`config.mk`:
```
export PLATFORM = sky130hd
export DESIGN_NAME = pwps_front
export DESIGN_NICKNAME = d
export VERILOG_FILES = /design/src/design/phase_weighted_projection_sum_core_defines.svh /design/src/design/pwps_pkg.sv /design/src/design/pwps_front.sv
export SDC_FILE = /design/constraint.sdc
export NUM_CORES = 1
export LEC_CHECK = 0
export BUFFER_PORTS_ARGS = -buffer_cell sky130_fd_sc_hd__buf_2
export CAP_MARGIN = 20
export CORE_MARGIN = 4
export CORE_UTILIZATION = 54
export CTS_CLUSTER_SIZE = 12
export DETAILED_ROUTE_END_ITERATION = 8
export PLACE_DENSITY_LB_ADDON = 0.1
export SLEW_MARGIN = 20
export SYNTH_ARGS = -nofsm -noshare
export SYNTH_HDL_FRONTEND = slang
export SYNTH_SLANG_ARGS = --single-unit
```
`constraint.sdc`:
```
create_clock -name i_clk -period 4.75 [get_ports i_clk]
set_input_delay 0.95 -clock i_clk [delete_from_list [all_inputs] [get_ports i_clk]]
set_output_delay 0.95 -clock i_clk [all_outputs]
set_load 0.02 [all_outputs]
```
`src/design/phase_weighted_projection_sum_core_defines.svh`:
```
`ifndef PHASE_WEIGHTED_PROJECTION_SUM_CORE_DEFINES_SVH
`define PHASE_WEIGHTED_PROJECTION_SUM_CORE_DEFINES_SVH

// same-cycle implication, checked outside reset
`define PWPS_ASSERT_NOW(label, ante, cons, msg) \
    label: assert property (@(posedge i_clk) disable iff (!i_rst_n) (ante) |-> (cons)) \
        else $error(msg);

// next-cycle implication, checked outside reset
`define PWPS_ASSERT_NEXT(label, ante, cons, msg) \
    label: assert property (@(posedge i_clk) disable iff (!i_rst_n) (ante) |=> (cons)) \
        else $error(msg);

`endif

```
`src/design/pwps_pkg.sv`:
```
package pwps_pkg;

    localparam int OPERAND_BITS  = 16;
    localparam int FRAC_BITS     = OPERAND_BITS - 2;
    localparam int CELL_BITS     = 7;
    localparam int KPOINT_BITS   = 16;
    localparam int NORM_BITS     = 16;
    localparam int NORM_FRAC     = 15;
    localparam int ANG_BITS      = 16;
    localparam int TAB_ADDR_BITS = 10;
    localparam int ACC_BITS      = 48;
    localparam int SUM_BITS      = 32;
    localparam int FIFO_DEPTH    = 4;

    localparam int QUARTER       = (2 ** TAB_ADDR_BITS) / 4;
    localparam int QW_BITS       = FRAC_BITS + 1;
    localparam int Q30           = 30;
    localparam logic [63:0] TWO_PI_Q30 = 64'd6746518852;

    typedef struct packed {
        logic signed [OPERAND_BITS-1:0] coef_real;
        logic signed [OPERAND_BITS-1:0] coef_imag;
        logic signed [OPERAND_BITS-1:0] overlap;
        logic signed [CELL_BITS-1:0]    cell_a;
        logic signed [CELL_BITS-1:0]    cell_b;
        logic signed [CELL_BITS-1:0]    cell_c;
        logic                           last;
    } t_in_item;

    typedef struct packed {
        logic signed [OPERAND_BITS-1:0] coef_real;
        logic signed [OPERAND_BITS-1:0] coef_imag;
        logic signed [OPERAND_BITS-1:0] overlap;
        logic [TAB_ADDR_BITS-1:0]       addr;
        logic                           last;
    } t_fe_item;

    typedef struct packed {
        logic signed [SUM_BITS-1:0] sum_real;
        logic signed [SUM_BITS-1:0] sum_imag;
        logic                       overflow;
    } t_result;

    typedef logic [QW_BITS-1:0] t_qw_tab [0:QUARTER];

    // two taylor orders: t * x^2 in q30
    function automatic logic [63:0] sq_step(logic [63:0] t, logic [63:0] x);
        logic [63:0] u;
        u = (t * x) >> Q30;
        return (u * x) >> Q30;
    endfunction

    // quarter-wave sine entry, q30 series rounded half up to q1.14
    function automatic logic [QW_BITS-1:0] qw_entry(int unsigned r);
        logic [63:0]        x;
        logic [63:0]        t;
        logic [63:0]        rs;
        logic signed [63:0] s;
        x = (TWO_PI_Q30 * 64'(r)) >> TAB_ADDR_BITS;
        t = x;
        s = signed'(x);
        t = sq_step(t, x) / 64'd6;   s = s - signed'(t);
        t = sq_step(t, x) / 64'd20;  s = s + signed'(t);
        t = sq_step(t, x) / 64'd42;  s = s - signed'(t);
        t = sq_step(t, x) / 64'd72;  s = s + signed'(t);
        t = sq_step(t, x) / 64'd110; s = s - signed'(t);
        t = sq_step(t, x) / 64'd156; s = s + signed'(t);
        t = sq_step(t, x) / 64'd210; s = s - signed'(t);
        t = sq_step(t, x) / 64'd272; s = s + signed'(t);
        t = sq_step(t, x) / 64'd342; s = s - signed'(t);
        t = sq_step(t, x) / 64'd420; s = s + signed'(t);
        t = sq_step(t, x) / 64'd506; s = s - signed'(t);
        t = sq_step(t, x) / 64'd600; s = s + signed'(t);
        if (s < 0) begin
            s = '0;
        end
        rs = (unsigned'(s) + (64'd1 << (Q30 - FRAC_BITS - 1))) >> (Q30 - FRAC_BITS);
        return rs[QW_BITS-1:0];
    endfunction

    function automatic t_qw_tab build_qw_tab();
        t_qw_tab tab;
        for (int r = 0; r <= QUARTER; r++) begin
            tab[r] = qw_entry(r);
        end
        return tab;
    endfunction

    localparam t_qw_tab QW_TAB = build_qw_tab();

    // full-wave sine from the quarter table by symmetry
    function automatic logic signed [OPERAND_BITS-1:0] sine_at(
        logic [TAB_ADDR_BITS-1:0] addr
    );
        logic [1:0]                     quad;
        logic [TAB_ADDR_BITS-3:0]       rem;
        logic [TAB_ADDR_BITS-2:0]       idx;
        logic signed [OPERAND_BITS-1:0] mag;
        quad = addr[TAB_ADDR_BITS-1 -: 2];
        rem  = addr[TAB_ADDR_BITS-3:0];
        if (quad[0]) begin
            idx = (TAB_ADDR_BITS-1)'(QUARTER) - {1'b0, rem};
        end else begin
            idx = {1'b0, rem};
        end
        mag = signed'(OPERAND_BITS'(QW_TAB[idx]));
        return quad[1] ? -mag : mag;
    endfunction

endpackage

```
`src/design/pwps_front.sv`:
```
module pwps_front (
    input  logic                                 i_clk,
    input  logic                                 i_rst_n,
    input  logic                                 i_valid,
    output logic                                 o_ready,
    input  pwps_pkg::t_in_item                   i_item,
    input  logic signed [pwps_pkg::KPOINT_BITS-1:0] i_kpoint_a,
    input  logic signed [pwps_pkg::KPOINT_BITS-1:0] i_kpoint_b,
    input  logic signed [pwps_pkg::KPOINT_BITS-1:0] i_kpoint_c,
    output logic                                 o_valid,
    input  logic                                 i_ready,
    output pwps_pkg::t_fe_item                   o_item
);

    localparam int PROD_BITS = pwps_pkg::KPOINT_BITS + pwps_pkg::CELL_BITS;
    localparam int DOT_BITS  = PROD_BITS + 2;

    logic                        r_valid;
    pwps_pkg::t_in_item          r_item;
    logic signed [PROD_BITS-1:0] r_prod_a;
    logic signed [PROD_BITS-1:0] r_prod_b;
    logic signed [PROD_BITS-1:0] r_prod_c;
    logic signed [DOT_BITS-1:0]  dot;
    logic [DOT_BITS-1:0]         neg_dot;

    assign o_ready = !r_valid || i_ready;
    assign o_valid = r_valid;

    always_ff @(posedge i_clk) begin
        if (!i_rst_n) begin
            r_valid <= 1'b0;
        end else if (o_ready) begin
            r_valid <= i_valid;
        end
    end

    always_ff @(posedge i_clk) begin
        if (o_ready && i_valid) begin
            r_item   <= i_item;
            r_prod_a <= $signed(i_kpoint_a) * $signed(i_item.cell_a);
            r_prod_b <= $signed(i_kpoint_b) * $signed(i_item.cell_b);
            r_prod_c <= $signed(i_kpoint_c) * $signed(i_item.cell_c);
        end
    end

    // phase in turns is minus the dot product, kept modulo one turn
    assign dot = DOT_BITS'(r_prod_a) + DOT_BITS'(r_prod_b) + DOT_BITS'(r_prod_c);
    assign neg_dot = -dot;

    always_comb begin
        o_item.coef_real = r_item.coef_real;
        o_item.coef_imag = r_item.coef_imag;
        o_item.overlap   = r_item.overlap;
        o_item.addr      = neg_dot[pwps_pkg::ANG_BITS-1 -: pwps_pkg::TAB_ADDR_BITS];
        o_item.last      = r_item.last;
    end

endmodule

```
==> flow_summary.yaml <==
status:
  outcome: "completed"
logic_synthesis:
  synth_area_leaders: "fa_1, edfxtp_1, ha_1, and2_1, inv_1"
  avgSynthCellArea_sq_um: 10.31
  synth_area_sq_mm: 0.01210
  async_flop_share: 0
  yosysTopAreaCell: "fa_1"
  synth-edff-count: 97
  ys_seq_elements: 98
  syn_inst: 1173
  ys.flop_type: "edfxtp_1"
  synth_top_cell_area_share: 0.2863
  synthesis.nets: 1595
  ys_seq_area_frac: 0.2424
  ys_warn_count: 0
  synth_cell_types: 43
timing:
  period_needed_ns: 4.659
  layout_setup_ws_ns: 0.09135
  slew_viol_final: 0
  fin_skew_ns: 0.01036
  setup_viol: 0
  hold_viol_final: 0
  clock.fmax_mhz: 214.7
  fin_crit_sh: 0.9808
  grt_setup_unrepaired: "yes"
  slew_headroom: 0.7161
  worstMarginPinSlew_ns: 0.4222
routing:
  drtAntennaViolNets: 0
  wl_per_cell_um: 14.28
  drt_iter0_drc: 313
  via_per_inst: 4.945
  via_count: 8674
  drc: 0
  drt_first_pass_iters: 5
  drt_wl_total_mm: 25.04
finish:
  syn2layout_area_growth_pct: 21.77
  antenna_cells: 0
  drive_gt1_frac: 0.2449
  stdcell_count: 1754
  final_area_sq_mm: 0.01473
  finalNetCount: 1891
  final_util: 0.6709
place:
  gp_congestion: 0.8660
  post_dp_cell_area_sq_mm: 0.01423
  dp_worst_setup_slack_ns: -0.2880
  port_buffers: 182
  place_inst: 1733
  dp_hpwl_mm: 21.56
floorplan:
  die_w_um: 157.7
  core_sq_mm: 0.02196
  start_util: 0.5509
  die_area_sq_mm: 0.02486
  chipHeight_um: 157.7
  rows: 54
  io_pins: 183
clock_tree:
  clock_path_buffers: 2
  cts_tree: "done"
  cts_hold_buf: 0
  cts.sinks: 98
  cts_buffers: 9
  path_clk_slew_ns: 0.08
  clock-root-buffer: "clkbuf_16"
  htreeDepth: 3
  clk_latency_ns: 0.35
worst_setup_path:
  crit_family: "adder cells"
  cp-start-kind: "input pin"
  crit_type: "in2reg"
  cp.arrival_ns: 4.75
  cpPeakStageDelay_ns: 0.55
  critPathMostFrequentCell: "fa_1"
  worstSetupEndpointType: "flop"
  path_cells: "clkbuf_4, nand2_2, fa_1, fa_1, inv_1, fa_1, inv_1, fa_1, inv_1, ha_4, nand2_1, o21ai_2, o41ai_4, o21ai_2, o41ai_2, xnor2_1"
  critPathBufInv: 4
  rrSetupSlack_ns: 3.27
  slowest_stage: "fa_1"
  required_ns: 4.84
  cp_max_fo: 7
min_path:
  hold_class: "reg2reg"
pwr:
  p_int_w: 0.004824
  p_seq_frac: 0.155
  irDropWorstVdd_v: 0.001086
  power_density_mw_per_mm2: 631.6
  clockPowerShare: 0.078
  p_sw_w: 0.004480
  combPwrFrac: 0.767
  switching_share: 0.4815
  p_leak_nw: 7.243
global_routing:
  grt_use_total: 0.2094
  grt_max_degree: 85
  grt.overflow.total: 0
  grt_antenna_before_repair: 0
  grt_pass1_wl_mm: 42.18
  grt_pass1_vias: 9090
flow_run:
  drv_cap: 0
[cells in the final DEF (no fill, tap or decap), types with 5 or more instances in the layout]
cell type    n
nand2_1     70
o21ai_0     14
o41ai_2      5
nand3_1      7
fa_1       171
and2_1     185
inv_1      240
o21ai_1      7
nor2_1      55
xor2_1      15
xnor2_1     60
a21oi_1     16
o21a_1       9
buf_2      178
edfxtp_1    97
ha_1       120
o31ai_2      5
clkbuf_16    9
nand2b_1    14
nor2b_1      6
buf_4      120
[registers in the layout (all words and copies together) (netlist names)]
| name | count |
|---|---|
| r_prod_a | 16 |
| r_prod_b | 16 |
| r_prod_c | 16 |
| o_item | 49 |
| o_valid | 1 |
[stage by stage]
step	total power (W)	TNS [ns]	hold WS, ns
floorplan	0.006250	-0.02883	0.7496
global placement	0.008347	-1.163	0.5177
detailed placement	0.008493	-1.957	0.5322
CTS	0.009273	0	0.5453
global route	0.01026	-0.09646	0.6021
finish	0.009304	0	0.5360
[kinds of logic after synthesis]
kind of cell,share of synthesized area
AND/OR/NAND/NOR,0.1613
adder cells (fa/ha/maj),0.4176
buffers and inverters,0.08129
flip-flops,0.2424
AO/OA/AOI/OAI,0.04302
XOR/XNOR,0.05430
[final cells by class]
class / instances / area [sq um]
multi-input combinational: 813 / 8359
fill: 1806 / 7227
sequential: 98 / 2933
timing repair buffer: 303 / 1866
inverter: 244 / 919.6
tap: 280 / 350.3
clock buffer: 9 / 225.2
clock inverter: 7 / 78.83
[worst paths after layout]
check | from | endpoint | cells after the start
worst max-delay path | i_item[11] | r_prod_b[14]$_DFFE_PP_ | 16
worst min-delay path | o_valid$_SDFFE_PN0N_ | o_valid$_SDFFE_PN0N_ | 2
worst max register to register | o_valid$_SDFFE_PN0N_ | r_prod_c[14]$_DFFE_PP_ | 3
worst min register to register | o_valid$_SDFFE_PN0N_ | o_valid$_SDFFE_PN0N_ | 2
[what timing repair did]
| action | CTS | global route |
|---|---|---|
| setup endpoints to repair | 0 | 5 |
| setup buffers | 0 | 4 |
| resized for setup | 0 | 32 |
[Yosys cell counts (4+ instances only)]
library cell,number
a21oi_1,16
o21a_1,9
edfxtp_1,97
and2_1,187
nand3_1,7
nand2_1,72
a31oi_1,4
nor3_1,6
fa_1,173
nor2b_1,6
o31ai_1,7
o41ai_1,5
clkbuf_1,18
ha_1,127
xor2_1,15
nor2_1,56
inv_1,240
o21ai_1,8
nand2b_1,14
o21ai_0,15
xnor2_1,60
[power groups by stage]
| stage | Combinational, W | Clock [W] | Sequential, W |
|---|---|---|---|
| 3_5_place_dp | 0.00703 | 0 | 0.00146 |
| 2_1_floorplan | 0.00480 | 0 | 0.00145 |
| 3_3_place_gp | 0.00689 | 0 | 0.00146 |
| 4_1_cts | 0.00708 | 0.000746 | 0.00145 |
| 5_1_grt | 0.00801 | 0.000785 | 0.00146 |
| 6_report | 0.00714 | 0.000726 | 0.00144 |
[routing by layer]
metal | vias to the layer above | global-route usage | part of all wire
li1 | 4249 | - | -
met1 | 4192 | 0.2820 | 0.44
met2 | 202 | 0.3636 | 0.49
met3 | 31 | 0.02570 | 0.051
met4 | 0 | 0.05039 | 0.015
met5 | - | 0 | 0
[worst min-delay path, cell delays in order (launching register included)]
cell	delay (ns)
dfxtp_1	0.31
nand2b_1	0.10
a21boi_0	0.08
Note: power is estimated with default switching activity, not from simulation.
