## config.mk

```make
export PLATFORM = sky130hd
export DESIGN_NAME = pwps_fifo
export DESIGN_NICKNAME = d
export VERILOG_FILES = /design/src/design/pwps_pkg.sv /design/src/design/pwps_fifo.sv
export VERILOG_INCLUDE_DIRS = /design/src /design/src/design
export SDC_FILE = /design/constraint.sdc
export NUM_CORES = 1
export LEC_CHECK = 0
export ABC_CLOCK_PERIOD_IN_PS = 2600
export BUFFER_PORTS_ARGS = -buffer_cell sky130_fd_sc_hd__buf_2
export CAP_MARGIN = 20
export CORE_MARGIN = 5
export CORE_UTILIZATION = 51
export DETAILED_ROUTE_END_ITERATION = 10
export PLACE_DENSITY = 0.75
export SLEW_MARGIN = 15
export SYNTH_ARGS = -nofsm -noshare
export SYNTH_HDL_FRONTEND = slang
export SYNTH_SLANG_ARGS = --single-unit
```

## constraint.sdc

```tcl
create_clock -name i_clk -period 2.6 [get_ports i_clk]
set_input_delay 0.39 -clock i_clk [delete_from_list [all_inputs] [get_ports i_clk]]
set_output_delay 0.39 -clock i_clk [all_outputs]
set_load 0.02 [all_outputs]
```

## src/design/phase_weighted_projection_sum_core_defines.svh

```systemverilog
`ifndef PHASE_WEIGHTED_PROJECTION_SUM_CORE_DEFINES_SVH
`define PHASE_WEIGHTED_PROJECTION_SUM_CORE_DEFINES_SVH

// same-cycle implication, checked outside reset
`define PWPS_ASSERT_NOW(label, ante, cons, msg) \
    label: assert property (@(posedge i_clk) disable iff (!i_rst_n) (ante) |-> (cons)) \
        else $error(msg);

// next-cycle implication, checked outside reset
`define PWPS_ASSERT_NEXT(label, ante, cons, msg) \
    label: assert property (@(posedge i_clk) disable iff (!i_rst_n) (ante) |=> (cons)) \
        else $error(msg);

`endif

```

## src/design/pwps_pkg.sv

```systemverilog
package pwps_pkg;

    localparam int OPERAND_BITS  = 16;
    localparam int FRAC_BITS     = OPERAND_BITS - 2;
    localparam int CELL_BITS     = 7;
    localparam int KPOINT_BITS   = 16;
    localparam int NORM_BITS     = 16;
    localparam int NORM_FRAC     = 15;
    localparam int ANG_BITS      = 16;
    localparam int TAB_ADDR_BITS = 10;
    localparam int ACC_BITS      = 48;
    localparam int SUM_BITS      = 32;
    localparam int FIFO_DEPTH    = 4;

    localparam int QUARTER       = (2 ** TAB_ADDR_BITS) / 4;
    localparam int QW_BITS       = FRAC_BITS + 1;
    localparam int Q30           = 30;
    localparam logic [63:0] TWO_PI_Q30 = 64'd6746518852;

    typedef struct packed {
        logic signed [OPERAND_BITS-1:0] coef_real;
        logic signed [OPERAND_BITS-1:0] coef_imag;
        logic signed [OPERAND_BITS-1:0] overlap;
        logic signed [CELL_BITS-1:0]    cell_a;
        logic signed [CELL_BITS-1:0]    cell_b;
        logic signed [CELL_BITS-1:0]    cell_c;
        logic                           last;
    } t_in_item;

    typedef struct packed {
        logic signed [OPERAND_BITS-1:0] coef_real;
        logic signed [OPERAND_BITS-1:0] coef_imag;
        logic signed [OPERAND_BITS-1:0] overlap;
        logic [TAB_ADDR_BITS-1:0]       addr;
        logic                           last;
    } t_fe_item;

    typedef struct packed {
        logic signed [SUM_BITS-1:0] sum_real;
        logic signed [SUM_BITS-1:0] sum_imag;
        logic                       overflow;
    } t_result;

    typedef logic [QW_BITS-1:0] t_qw_tab [0:QUARTER];

    // two taylor orders: t * x^2 in q30
    function automatic logic [63:0] sq_step(logic [63:0] t, logic [63:0] x);
        logic [63:0] u;
        u = (t * x) >> Q30;
        return (u * x) >> Q30;
    endfunction

    // quarter-wave sine entry, q30 series rounded half up to q1.14
    function automatic logic [QW_BITS-1:0] qw_entry(int unsigned r);
        logic [63:0]        x;
        logic [63:0]        t;
        logic [63:0]        rs;
        logic signed [63:0] s;
        x = (TWO_PI_Q30 * 64'(r)) >> TAB_ADDR_BITS;
        t = x;
        s = signed'(x);
        t = sq_step(t, x) / 64'd6;   s = s - signed'(t);
        t = sq_step(t, x) / 64'd20;  s = s + signed'(t);
        t = sq_step(t, x) / 64'd42;  s = s - signed'(t);
        t = sq_step(t, x) / 64'd72;  s = s + signed'(t);
        t = sq_step(t, x) / 64'd110; s = s - signed'(t);
        t = sq_step(t, x) / 64'd156; s = s + signed'(t);
        t = sq_step(t, x) / 64'd210; s = s - signed'(t);
        t = sq_step(t, x) / 64'd272; s = s + signed'(t);
        t = sq_step(t, x) / 64'd342; s = s - signed'(t);
        t = sq_step(t, x) / 64'd420; s = s + signed'(t);
        t = sq_step(t, x) / 64'd506; s = s - signed'(t);
        t = sq_step(t, x) / 64'd600; s = s + signed'(t);
        if (s < 0) begin
            s = '0;
        end
        rs = (unsigned'(s) + (64'd1 << (Q30 - FRAC_BITS - 1))) >> (Q30 - FRAC_BITS);
        return rs[QW_BITS-1:0];
    endfunction

    function automatic t_qw_tab build_qw_tab();
        t_qw_tab tab;
        for (int r = 0; r <= QUARTER; r++) begin
            tab[r] = qw_entry(r);
        end
        return tab;
    endfunction

    localparam t_qw_tab QW_TAB = build_qw_tab();

    // full-wave sine from the quarter table by symmetry
    function automatic logic signed [OPERAND_BITS-1:0] sine_at(
        logic [TAB_ADDR_BITS-1:0] addr
    );
        logic [1:0]                     quad;
        logic [TAB_ADDR_BITS-3:0]       rem;
        logic [TAB_ADDR_BITS-2:0]       idx;
        logic signed [OPERAND_BITS-1:0] mag;
        quad = addr[TAB_ADDR_BITS-1 -: 2];
        rem  = addr[TAB_ADDR_BITS-3:0];
        if (quad[0]) begin
            idx = (TAB_ADDR_BITS-1)'(QUARTER) - {1'b0, rem};
        end else begin
            idx = {1'b0, rem};
        end
        mag = signed'(OPERAND_BITS'(QW_TAB[idx]));
        return quad[1] ? -mag : mag;
    endfunction

endpackage

```

## src/design/pwps_fifo.sv

```systemverilog
`include "phase_weighted_projection_sum_core_defines.svh"

module pwps_fifo (
    input  logic               i_clk,
    input  logic               i_rst_n,
    input  logic               i_wr_valid,
    output logic               o_wr_ready,
    input  pwps_pkg::t_fe_item i_wr_item,
    output logic               o_rd_valid,
    input  logic               i_rd_ready,
    output pwps_pkg::t_fe_item o_rd_item
);

    localparam int DEPTH = pwps_pkg::FIFO_DEPTH;
    localparam int AW    = $clog2(DEPTH);

    pwps_pkg::t_fe_item r_mem [0:DEPTH-1];
    logic [AW-1:0]      r_wr_ptr;
    logic [AW-1:0]      r_rd_ptr;
    logic [AW:0]        r_count;
    logic               do_push;
    logic               do_pop;

    assign o_wr_ready = (r_count != (AW+1)'(DEPTH));
    assign o_rd_valid = (r_count != '0);
    assign o_rd_item  = r_mem[r_rd_ptr];
    assign do_push    = i_wr_valid && o_wr_ready;
    assign do_pop     = o_rd_valid && i_rd_ready;

    always_ff @(posedge i_clk) begin
        if (!i_rst_n) begin
            r_wr_ptr <= '0;
            r_rd_ptr <= '0;
            r_count  <= '0;
        end else begin
            if (do_push) begin
                r_wr_ptr <= r_wr_ptr + 1'b1;
            end
            if (do_pop) begin
                r_rd_ptr <= r_rd_ptr + 1'b1;
            end
            if (do_push && !do_pop) begin
                r_count <= r_count + 1'b1;
            end else if (do_pop && !do_push) begin
                r_count <= r_count - 1'b1;
            end
        end
    end

    always_ff @(posedge i_clk) begin
        if (do_push) begin
            r_mem[r_wr_ptr] <= i_wr_item;
        end
    end

    `PWPS_ASSERT_NOW(a_cnt_max, 1'b1, r_count <= (AW+1)'(DEPTH), "queue count above depth")
    `PWPS_ASSERT_NEXT(a_cnt_up, do_push && !do_pop, r_count == $past(r_count) + 1'b1, "push lost")
    `PWPS_ASSERT_NEXT(a_cnt_dn, do_pop && !do_push, r_count == $past(r_count) - 1'b1, "pop lost")

endmodule

```

==> results of run 1 <==
==> worst min path at each step <==
stage	cells past startpoint	from	endpoint	slack [ns]
after floorplan	2	r_wr_ptr[1]	r_wr_ptr[1]	0.47
after global placement	2	r_wr_ptr[1]	r_wr_ptr[1]	0.48
after detailed placement	2	r_wr_ptr[0]	r_wr_ptr[0]	0.51
after CTS	1	i_wr_item[28]	r_mem[0][28]	0.07
after global routing	1	i_wr_item[28]	r_mem[0][28]	0.07
final	1	i_wr_item[28]	r_mem[0][28]	0.1
==> registers in the layout, summed over array words and instances, names as in the netlist, named ones only <==
name / flops
r_mem: 236
r_count: 3
r_rd_ptr: 2
r_wr_ptr: 2
==> worst max-delay path: stages (launching register included) <==
cell and delay, ns:
dfxtp_4 0.60, buf_12 0.29, mux4_2 0.37, buf_2 0.18
==> power breakdown <==
group	internal (mW)	leakage (nW)	switching [mW]	total, mW
registers	4.80	2.24	0.157	4.95
clock network	1.95	0.370	1.34	3.28
logic	1.23	1.02	1.57	2.80
==> kinds of logic after synthesis <==
logic type	synth area share, %
flip-flops	80.73
XOR/XNOR	0.3893
AND/OR/NAND/NOR	1.015
adder cells (fa/ha/maj)	0.9174
buffers and inverters	1.404
multiplexers	15.10
AO/OA/AOI/OAI	0.4448
==> per-layer routing <==
| layer | track usage [%] | vias up | share of wire, % |
|---|---|---|---|
| met4 | 4.502 | 2 | 1.7 |
| met2 | 27.42 | 133 | 51 |
| met3 | 3.684 | 23 | 6.4 |
| met1 | 20.50 | 2118 | 41 |
| li1 | - | 1805 | - |
| met5 | 0 | - | 0.068 |
==> per-stage QoR <==
step / power [mW] / util, % / setup WS (ns)
3_3_place_gp: 7.817 / 57.69 / 0.5501
6_report: 11.04 / 62.05 / 0.2242
2_1_floorplan: 7.005 / - / 0.5472
4_1_cts: 11.21 / 62.05 / 0.1847
3_5_place_dp: 7.891 / 57.69 / 0.3959
5_1_grt: 11.55 / 62.05 / 0.1493
==> cell type report <==
type / instances / area share [%]
Clock inverter: 14 / 1.026
Sequential cell: 245 / 67.78
Timing Repair Buffer: 135 / 7.391
Inverter: 3 / 0.1049
Tap cell: 225 / 2.623
Multi-Input combinational cell: 94 / 15.07
Clock buffer: 30 / 6.004
==> cell usage after synthesis (all sizes together) (2+ instances only) <==
library cell | number | share of area (%)
inv | 3 | 0.13
dfxtp | 9 | 2.0
a21boi | 2 | 0.21
ha | 5 | 0.70
and2 | 8 | 0.56
mux2i | 3 | 0.33
mux4 | 59 | 15
or3 | 2 | 0.14
edfxtp | 236 | 79
buf | 10 | 1.1
nand2 | 5 | 0.21
clkbuf | 5 | 0.21
xnor2 | 3 | 0.29
==> metrics.md, run 1 <==
| Metric | Value |
|---|---|
| Initial antenna violation count | 1 |
| Non-filler instance count after layout | 746 |
| Most frequent cells in the layout | edfxtp_1 (236), buf_2 (123), mux4_2 (59), clkbuf_16 (25), clkinv_1 (8) |
| Post-synthesis sequential area ratio | 80.73% |
| Arr. time, crit path | 1.99 ns |
| Die Area | 0.02041 mm2 |
| Setup Skew | 0.009165 ns |
| FILL cells | 1212 |
| Worst hold slack | 0.09954 ns |
| Max-Cap Viols | 0 |
| Period utilisation layout | 91.38% |
| DRT Pass-1 Iters | 4 |
| Worst-Margin Slew | 0.4658 ns |
| Die X | 142.9 um |
| Post-DP HPWL | 9725 um |
| Mapped Area | 0.009001 mm2 |
| DRC Markers | 0 |
| Rel. slew slack | 68.55% |
| Vias in the first global route | 4466 |
| R2R Setup Slk | 0.38 ns |
| Worst R2R Path Depth | 7 |
| Avg Cell Area, Syn | 25.21 um2 |
| WL/cell | 21.67 um |
| R2R Path End | r_count[2] |
| I/O Pins | 124 |
| Area after DPL | 0.009978 mm2 |
| Worst-path clk slew | 0.06 ns |
| Setup TNS | 0 ns |
| Peak VDD IR | 0.6519 mV |
| Remaining global-route overflow | 0 |
| CP endpoint kind | output pin |
| Fin. Hold Viols | 0 |
| Highest Clock Rate | 0.4209 GHz |
| WL final | 16170 um |
| Status | complete, no violations |
| Post-synth EDFFs | 236 |
| Yosys warns | 0 |
| Worst Setup EP | o_rd_item[31] |
| All-Layer GR Usage | 15.92% |
| CTS Hold Bufs | 0 |
| Gpl congestion | 0.7350 |
| Via/cell ratio | 5.471 |
| Core area | 0.01730 mm2 |
| Post_cts resized | 0 |
| Worst-path maximum fanout | 36 |
| First-pass GRT wire length | 24830 um |
| H-tree depth | 1 |
| Num rows | 48 |
| FF+latch area | 0.007274 mm2 |
| Startpoint type of the worst setup path | flop |
| Vias | 4081 |
| Hold WC Path Type | input pin to flop |
| Longest Clk Path Bufs | 3 |
| Final nets | 572 |
| Initial DRC count | 231 |
| Final Max Tran Viols | 0 |
| RSZ-0062 raised after global routing | no |
| Synth Net Count | 426 |
| Worst-Skew Late Latency | 0.50 ns |
| Syn Inst Count | 357 |
| Commonest non-fill, non-tap cell in the layout | edfxtp_1 |
| Worst setup path category | flop to output pin |
| R2r startpoint | r_count[0] |
| Asr flop ratio synth | 0% |
| Multi-input logic area | 0.001618 mm2 |
| Cell total after placement | 702 |
| Final setup vio count | 0 |
| CTS Sinks | 245 |
| Req. time, crit path | 2.21 ns |
| CTS tree | done |
| Root buffer cell | clkbuf_16 |
| # port buffers | 123 |
| ANT nets after route | 0 |
| Main synth FF type | edfxtp_1 |
| Layout cells sized above 1 | 44.53% |
| Starting Density | 52.04% |
| Post CTS Setup Buffer Count | 0 |
| Unique masters post-synth | 24 |
| Min Tclk post-route | 2.376 ns |
| Die height | 142.9 um |
| Largest net degree at the start of global routing | 37 |
| Antenna cells | 0 |
| Layout area overhead | 19.24% |
| Register bit total from synthesis | 245 |
| Leakage | 3.625 nW |
| Num CTS Buffers | 24 |
| Post-route cell area | 0.01073 mm2 |
| PwrDens | 1028 mW/mm2 |
Note: power is estimated with default switching activity, not from simulation.
==> inputs of run 2 (changes only) <==
CORE_MARGIN = default   (was 5)
SETUP_SLACK_MARGIN = 0.15   (was default)
==> metrics.md, run 2 (synthesized netlist as in run 1, its figures left out) <==
| Metric | Value |
|---|---|
| Highest Clock Rate | 0.4228 GHz (+0.46%) |
| WL final | 15700 um (-2.9%) |
| Hold WC Path Type | input pin to flop |
| Worst-path clk slew | 0.06 ns (about the same) |
| Final Max Tran Viols | 0 (unchanged) |
| Gpl congestion | 0.6640 (-9.7%) |
| Commonest non-fill, non-tap cell in the layout | edfxtp_1 |
| DRT Pass-1 Iters | 4 (unchanged) |
| Die X | 134.9 um (-5.6%) |
| Area after DPL | 0.01003 mm2 (+0.55%) |
| Min Tclk post-route | 2.365 ns (-0.01078 ns) |
| Worst-path maximum fanout | 16 (-56%) |
| All-Layer GR Usage | 17.60% (+1.7 points) |
| Startpoint type of the worst setup path | flop |
| Num CTS Buffers | 24 (unchanged) |
| Rel. slew slack | 68.39% (-0.16 points) |
| Setup TNS | 0 ns (unchanged) |
| Vias in the first global route | 4342 (-2.8%) |
| Die Area | 0.01818 mm2 (-11%) |
| CP max stage cell | dfxtp_2 |
| Fin. Hold Viols | 0 (unchanged) |
| Peak VDD IR | 0.6379 mV (-2.1%) |
| Worst setup path category | flop to output pin |
| Initial antenna violation count | 3 (+2) |
| NetSw | 3.090 mW (+0.73%) |
| Vias | 4162 (+2.0%) |
| Met3 GRT Util | 4.129% (+0.45 points) |
| Req. time, crit path | 2.21 ns (about the same) |
| Layout cells sized above 1 | 46.50% (+2.0 points) |
| Initial DRC count | 215 (-6.9%) |
| Starting Density | 52.22% (+0.18 points) |
| Switching share of power | 27.44% (-0.36 points) |
| Top flop regs | r_mem: 236 flops, r_count: 3 flops |
| Die height | 134.9 um (-5.6%) |
| Via/cell ratio | 5.513 (+0.77%) |
| WL/cell | 20.79 um (-4.1%) |
| H-tree depth | 1 (unchanged) |
| FILL cells | 1135 (-6.4%) |
| Leakage | 3.701 nW (+2.1%) |
| Num rows | 48 (unchanged) |
| Period utilisation layout | 90.96% (-0.41 points) |
| Setup Skew | 0.01387 ns (+0.004702 ns) |
| CP cell instances | buf_4 > mux4_2 > buf_2 |
| CTS Hold Bufs | 0 (unchanged) |
| Non-filler instance count after layout | 755 (+1.2%) |
| PwrDens | 1037 mW/mm2 (+0.87%) |
| Core area | 0.01724 mm2 (-0.35%) |
| Root buffer cell | clkbuf_16 |
| ANT nets after route | 0 (unchanged) |
| RSZ-0062 raised after global routing | no |
| Sequential power share | 44.1% (-0.8 points) |
| # port buffers | 123 (unchanged) |
| Final nets | 580 (+1.4%) |
| Global routing usage on met1 | 23.56% (+3.1 points) |
| Max reg flops | 236 (unchanged) |
| Status | complete, no violations |
| Longest Clk Path Bufs | 3 (unchanged) |
| Final setup vio count | 0 (unchanged) |
| Cell total after placement | 708 (+0.85%) |
| R2r startpoint | r_count[0] |
| Max-Cap Viols | 0 (unchanged) |
| Crit path largest cell delay | 0.63 ns (+0.03 ns) |
| HP Start | i_wr_item[1] |
| CP endpoint kind | output pin |
| Grt peak-use layer | met2 |
| Met2 GRT Util | 29.27% (+1.8 points) |
| Remaining global-route overflow | 0 (unchanged) |
| Arr. time, crit path | 1.97 ns (-0.02 ns) |
| Critical path's top delay family | flip-flops |
| Most frequent cells in the layout | edfxtp_1 (236), buf_2 (123), mux4_2 (59), clkbuf_16 (25), buf_4 (12) |
| Largest net degree at the start of global routing | 32 (-14%) |
| Layout area overhead | 20.61% |
| Post-route cell area | 0.01086 mm2 (+1.2%) |
| I/O Pins | 124 (unchanged) |
| Buffers and inverters on the worst path | 2 (unchanged) |
| Clock share of power | 30.7% (+0.9 points) |
| DRC Markers | 0 (unchanged) |
| Largest reg by FF count | r_mem |
| First-pass GRT wire length | 24010 um (-3.3%) |
| Worst-Margin Slew | 0.4741 ns (+0.008309 ns) |
| Post-DP HPWL | 9756 um (+0.32%) |
| Gate power share | 25.2% (-0.2 points) |
| Worst-Skew Late Latency | 0.51 ns (about the same) |
| CTS tree | done |
| Cell Int Power | 8.171 mW (+2.5%) |
| Post_cts resized | 0 (unchanged) |
| CTS Sinks | 245 (unchanged) |
-- run 2: metal layers --
layer	share of wire (%)	vias up	wire length [um]
li1	-	1822	-
met1	42	2164	6518
met2	50	137	7809
met3	6.8	35	1062
met4	1.8	4	286
met5	0.13	-	20
-- run 2: power groups by stage --
stage	registers [mW]	logic [mW]	clock network [mW]
4_1_cts	4.97	2.90	3.52
3_5_place_dp	5.09	2.82	0
5_1_grt	5.01	3.03	3.66
2_1_floorplan	4.96	2.05	0
3_3_place_gp	5.05	2.77	0
6_report	4.97	2.84	3.45
-- run 2: per-stage QoR --
| step | setup slack (ns) | total power, mW | hold slack, ns | util [%] |
|---|---|---|---|---|
| after floorplan | 0.5472 | 7.005 | 0.4677 | - |
| after global placement | 0.5446 | 7.825 | 0.4757 | 58.21 |
| after detailed placement | 0.4088 | 7.914 | 0.4993 | 58.21 |
| after CTS | 0.1696 | 11.39 | 0.07693 | 62.97 |
| after global routing | 0.1511 | 11.70 | 0.08222 | 62.97 |
| final | 0.2350 | 11.26 | 0.09685 | 62.99 |
-- run 2: final timing paths --
path / to / slack, ns / cells after the start
max: o_rd_item[33] / 0.24 / 3
min: r_mem[2][1] / 0.1 / 1
max reg2reg: r_count[2] / 0.42 / 7
min reg2reg: r_wr_ptr[1] / 0.51 / 2
-- run 2: timing repair --
| action | 4_1_cts | 5_1_grt |
|---|---|---|
| setup buffers | 2 | 0 |
| endpoints found under the setup margin | 44 | 0 |
| endpoints found under the hold margin | 0 | 0 |
-- run 2: layout make-up --
type                            count  area, um2  share of cell area [%]
Antenna cell                        1      2.502                 0.02305
Clock buffer                       37      720.7                   6.638
Clock inverter                      7      85.08                  0.7837
Inverter                            3      11.26                  0.1037
Multi-Input combinational cell     94       1618                   14.90
Sequential cell                   245       7272                   66.98
Tap cell                          225      281.5                   2.593
Timing Repair Buffer              143      865.8                   7.975
==> inputs of run 3 (changes only) <==
CORE_MARGIN = 3   (was default)
==> metrics.md, run 3 (synthesized netlist as in run 1, its figures left out) <==
| Metric | Value |
|---|---|
| First-pass GRT wire length | 25520 um (+6.3%) |
| Worst R2R Path Depth | 7 (unchanged) |
| Vias | 4125 (-0.89%) |
| I/O Pins | 124 (unchanged) |
| Via/cell ratio | 5.537 (+0.44%) |
| Largest reg by FF count | r_mem |
| CTS Hold Bufs | 0 (unchanged) |
| Top flop regs | r_mem: 236 flops, r_count: 3 flops |
| Cell Int Power | 8.003 mW (-2.1%) |
| Vias in the first global route | 4556 (+4.9%) |
| Layout cells sized above 1 | 46.48% (about the same) |
| Final setup vio count | 0 (unchanged) |
| Max reg flops | 236 (unchanged) |
| Core area | 0.01694 mm2 (-1.7%) |
| Die Area | 0.01928 mm2 (+6.0%) |
| Post-DP HPWL | 10010 um (+2.6%) |
| Met2 GRT Util | 27.97% (-1.3 points) |
| Grt peak-use layer | met2 |
| R2r startpoint | r_count[1] |
| CP endpoint kind | output pin |
| WL/cell | 21.47 um (+3.3%) |
| Final Max Tran Viols | 0 (unchanged) |
| Final nets | 578 (-0.34%) |
| Startpoint type of the worst setup path | flop |
| Met3 GRT Util | 4.000% (-0.13 points) |
| Num rows | 47 (-2.1%) |
| Starting Density | 53.15% (+0.93 points) |
| Worst-path maximum fanout | 24 (+8) |
| Peak VDD IR | 0.7269 mV (+14%) |
| CTS Sinks | 245 (unchanged) |
| Largest net degree at the start of global routing | 34 (+6.3%) |
| Fin. Hold Viols | 0 (unchanged) |
| All-Layer GR Usage | 16.76% (-0.83 points) |
| PwrDens | 1028 mW/mm2 (-0.85%) |
| Initial DRC count | 281 (+31%) |
| Remaining global-route overflow | 0 (unchanged) |
| Non-filler instance count after layout | 745 (-1.3%) |
| Setup TNS | 0 ns (unchanged) |
| Antenna cells | 0 (-1) |
| Arr. time, crit path | 1.88 ns (-0.09 ns) |
| DRT Pass-1 Iters | 4 (unchanged) |
| Hold WC Path Type | input pin to flop |
| Status | complete, no violations |
| Clock share of power | 29.6% (-1.1 points) |
| Root buffer cell | clkbuf_16 |
| Initial antenna violation count | 1 (-2) |
| Worst-Margin Slew | 0.4937 ns (+0.01963 ns) |
| Worst setup path category | flop to output pin |
| Cell total after placement | 700 (-1.1%) |
| Leakage | 3.661 nW (-1.1%) |
| WL final | 16000 um (+1.9%) |
| CTS tree | done |
| Worst hold slack | 0.1087 ns (+0.01189 ns) |
| Max-Cap Viols | 0 (unchanged) |
| Die height | 138.9 um (+3.0%) |
| Longest Clk Path Bufs | 3 (unchanged) |
| Gate power share | 25.6% (+0.4 points) |
| DRC Markers | 0 (unchanged) |
| Total power | 11.09 mW (-1.5%) |
| Rel. slew slack | 66.67% (-1.7 points) |
| # port buffers | 123 (unchanged) |
| H-tree depth | 1 (unchanged) |
| Post-route cell area | 0.01078 mm2 (-0.70%) |
| Highest Clock Rate | 0.4403 GHz (+4.1%) |
| Worst-path clk slew | 0.06 ns (about the same) |
| Global routing usage on met1 | 23.39% (-0.17 points) |
| Switching share of power | 27.81% (+0.38 points) |
| WHS Path Cells | 1 (unchanged) |
| NetSw | 3.083 mW (-0.20%) |
| Area after DPL | 0.009992 mm2 (-0.41%) |
| Die X | 138.9 um (+3.0%) |
| Sequential power share | 44.8% (+0.7 points) |
| Most frequent cells in the layout | edfxtp_1 (236), buf_2 (123), mux4_2 (59), clkbuf_16 (25), buf_4 (10) |
| ANT nets after route | 0 (unchanged) |
| Period utilisation layout | 87.36% (-3.6 points) |
| HP Start | i_wr_item[25] |
| Commonest non-fill, non-tap cell in the layout | edfxtp_1 |
| Setup Skew | 0.009615 ns (-0.004252 ns) |
| Layout area overhead | 19.77% |
| Num CTS Buffers | 25 (+4.2%) |
| Worst-Skew Late Latency | 0.50 ns (about the same) |
| Min Tclk post-route | 2.271 ns (-0.09358 ns) |
| Req. time, crit path | 2.21 ns (about the same) |
| RSZ-0062 raised after global routing | no |
| Gpl congestion | 0.6954 (+4.7%) |
==> run 3: power groups by stage <==
stage          combinational, mW  clock [mW]  sequential (mW)
3_5_place_dp                2.82           0             5.09
6_report                    2.84        3.29             4.96
3_3_place_gp                2.77           0             5.05
2_1_floorplan               2.05           0             4.96
5_1_grt                     3.04        3.54             5.00
4_1_cts                     2.90        3.36             4.96
==> run 3: layout make-up <==
class | count | area (um2)
repair buffers | 140 | 830.8
clock buffers | 27 | 633.1
inverters | 3 | 11.26
clock inverters | 16 | 130.1
fillers | 1142 | 6156
multi-input cells | 94 | 1623
well taps | 220 | 275.3
flip-flops and latches | 245 | 7277
==> run 3: timing repair <==
| action | CTS | global route |
|---|---|---|
| setup endpoints to repair | 47 | 1 |
| buffers inserted | 2 | 0 |
| gates resized for setup | 1 | 3 |
| endpoints found under the hold margin | 0 | 0 |
==> run 3: routing by layer <==
metal	routed length [um]	share of wire [%]	up-vias
met1	6607	41	2163
met5	7	0.044	-
li1	-	-	1815
met2	8192	51	131
met3	998	6.2	14
met4	189	1.2	2
==> run 3: worst paths after layout <==
kind | endpoint | slack (ns)
worst max-delay path | o_rd_item[18] | 0.33
worst min-delay path | r_mem[0][25] | 0.11
worst max register to register | r_count[2] | 0.41
worst min register to register | r_wr_ptr[1] | 0.50
==> run 3: critical path, cell delays in order, from the launching register on <==
cell	delay, ns
dfxtp_4	0.40
buf_12	0.23
mux4_2	0.56
buf_2	0.18
==> run 3: through the flow <==
stage / worst slack [ns] / util (%)
5_1_grt: 0.2248 / 63.65
3_5_place_dp: 0.3293 / 59.00
6_report: 0.3286 / 63.65
4_1_cts: 0.3013 / 63.61
3_3_place_gp: 0.5408 / 59.00
2_1_floorplan: 0.5472 / -
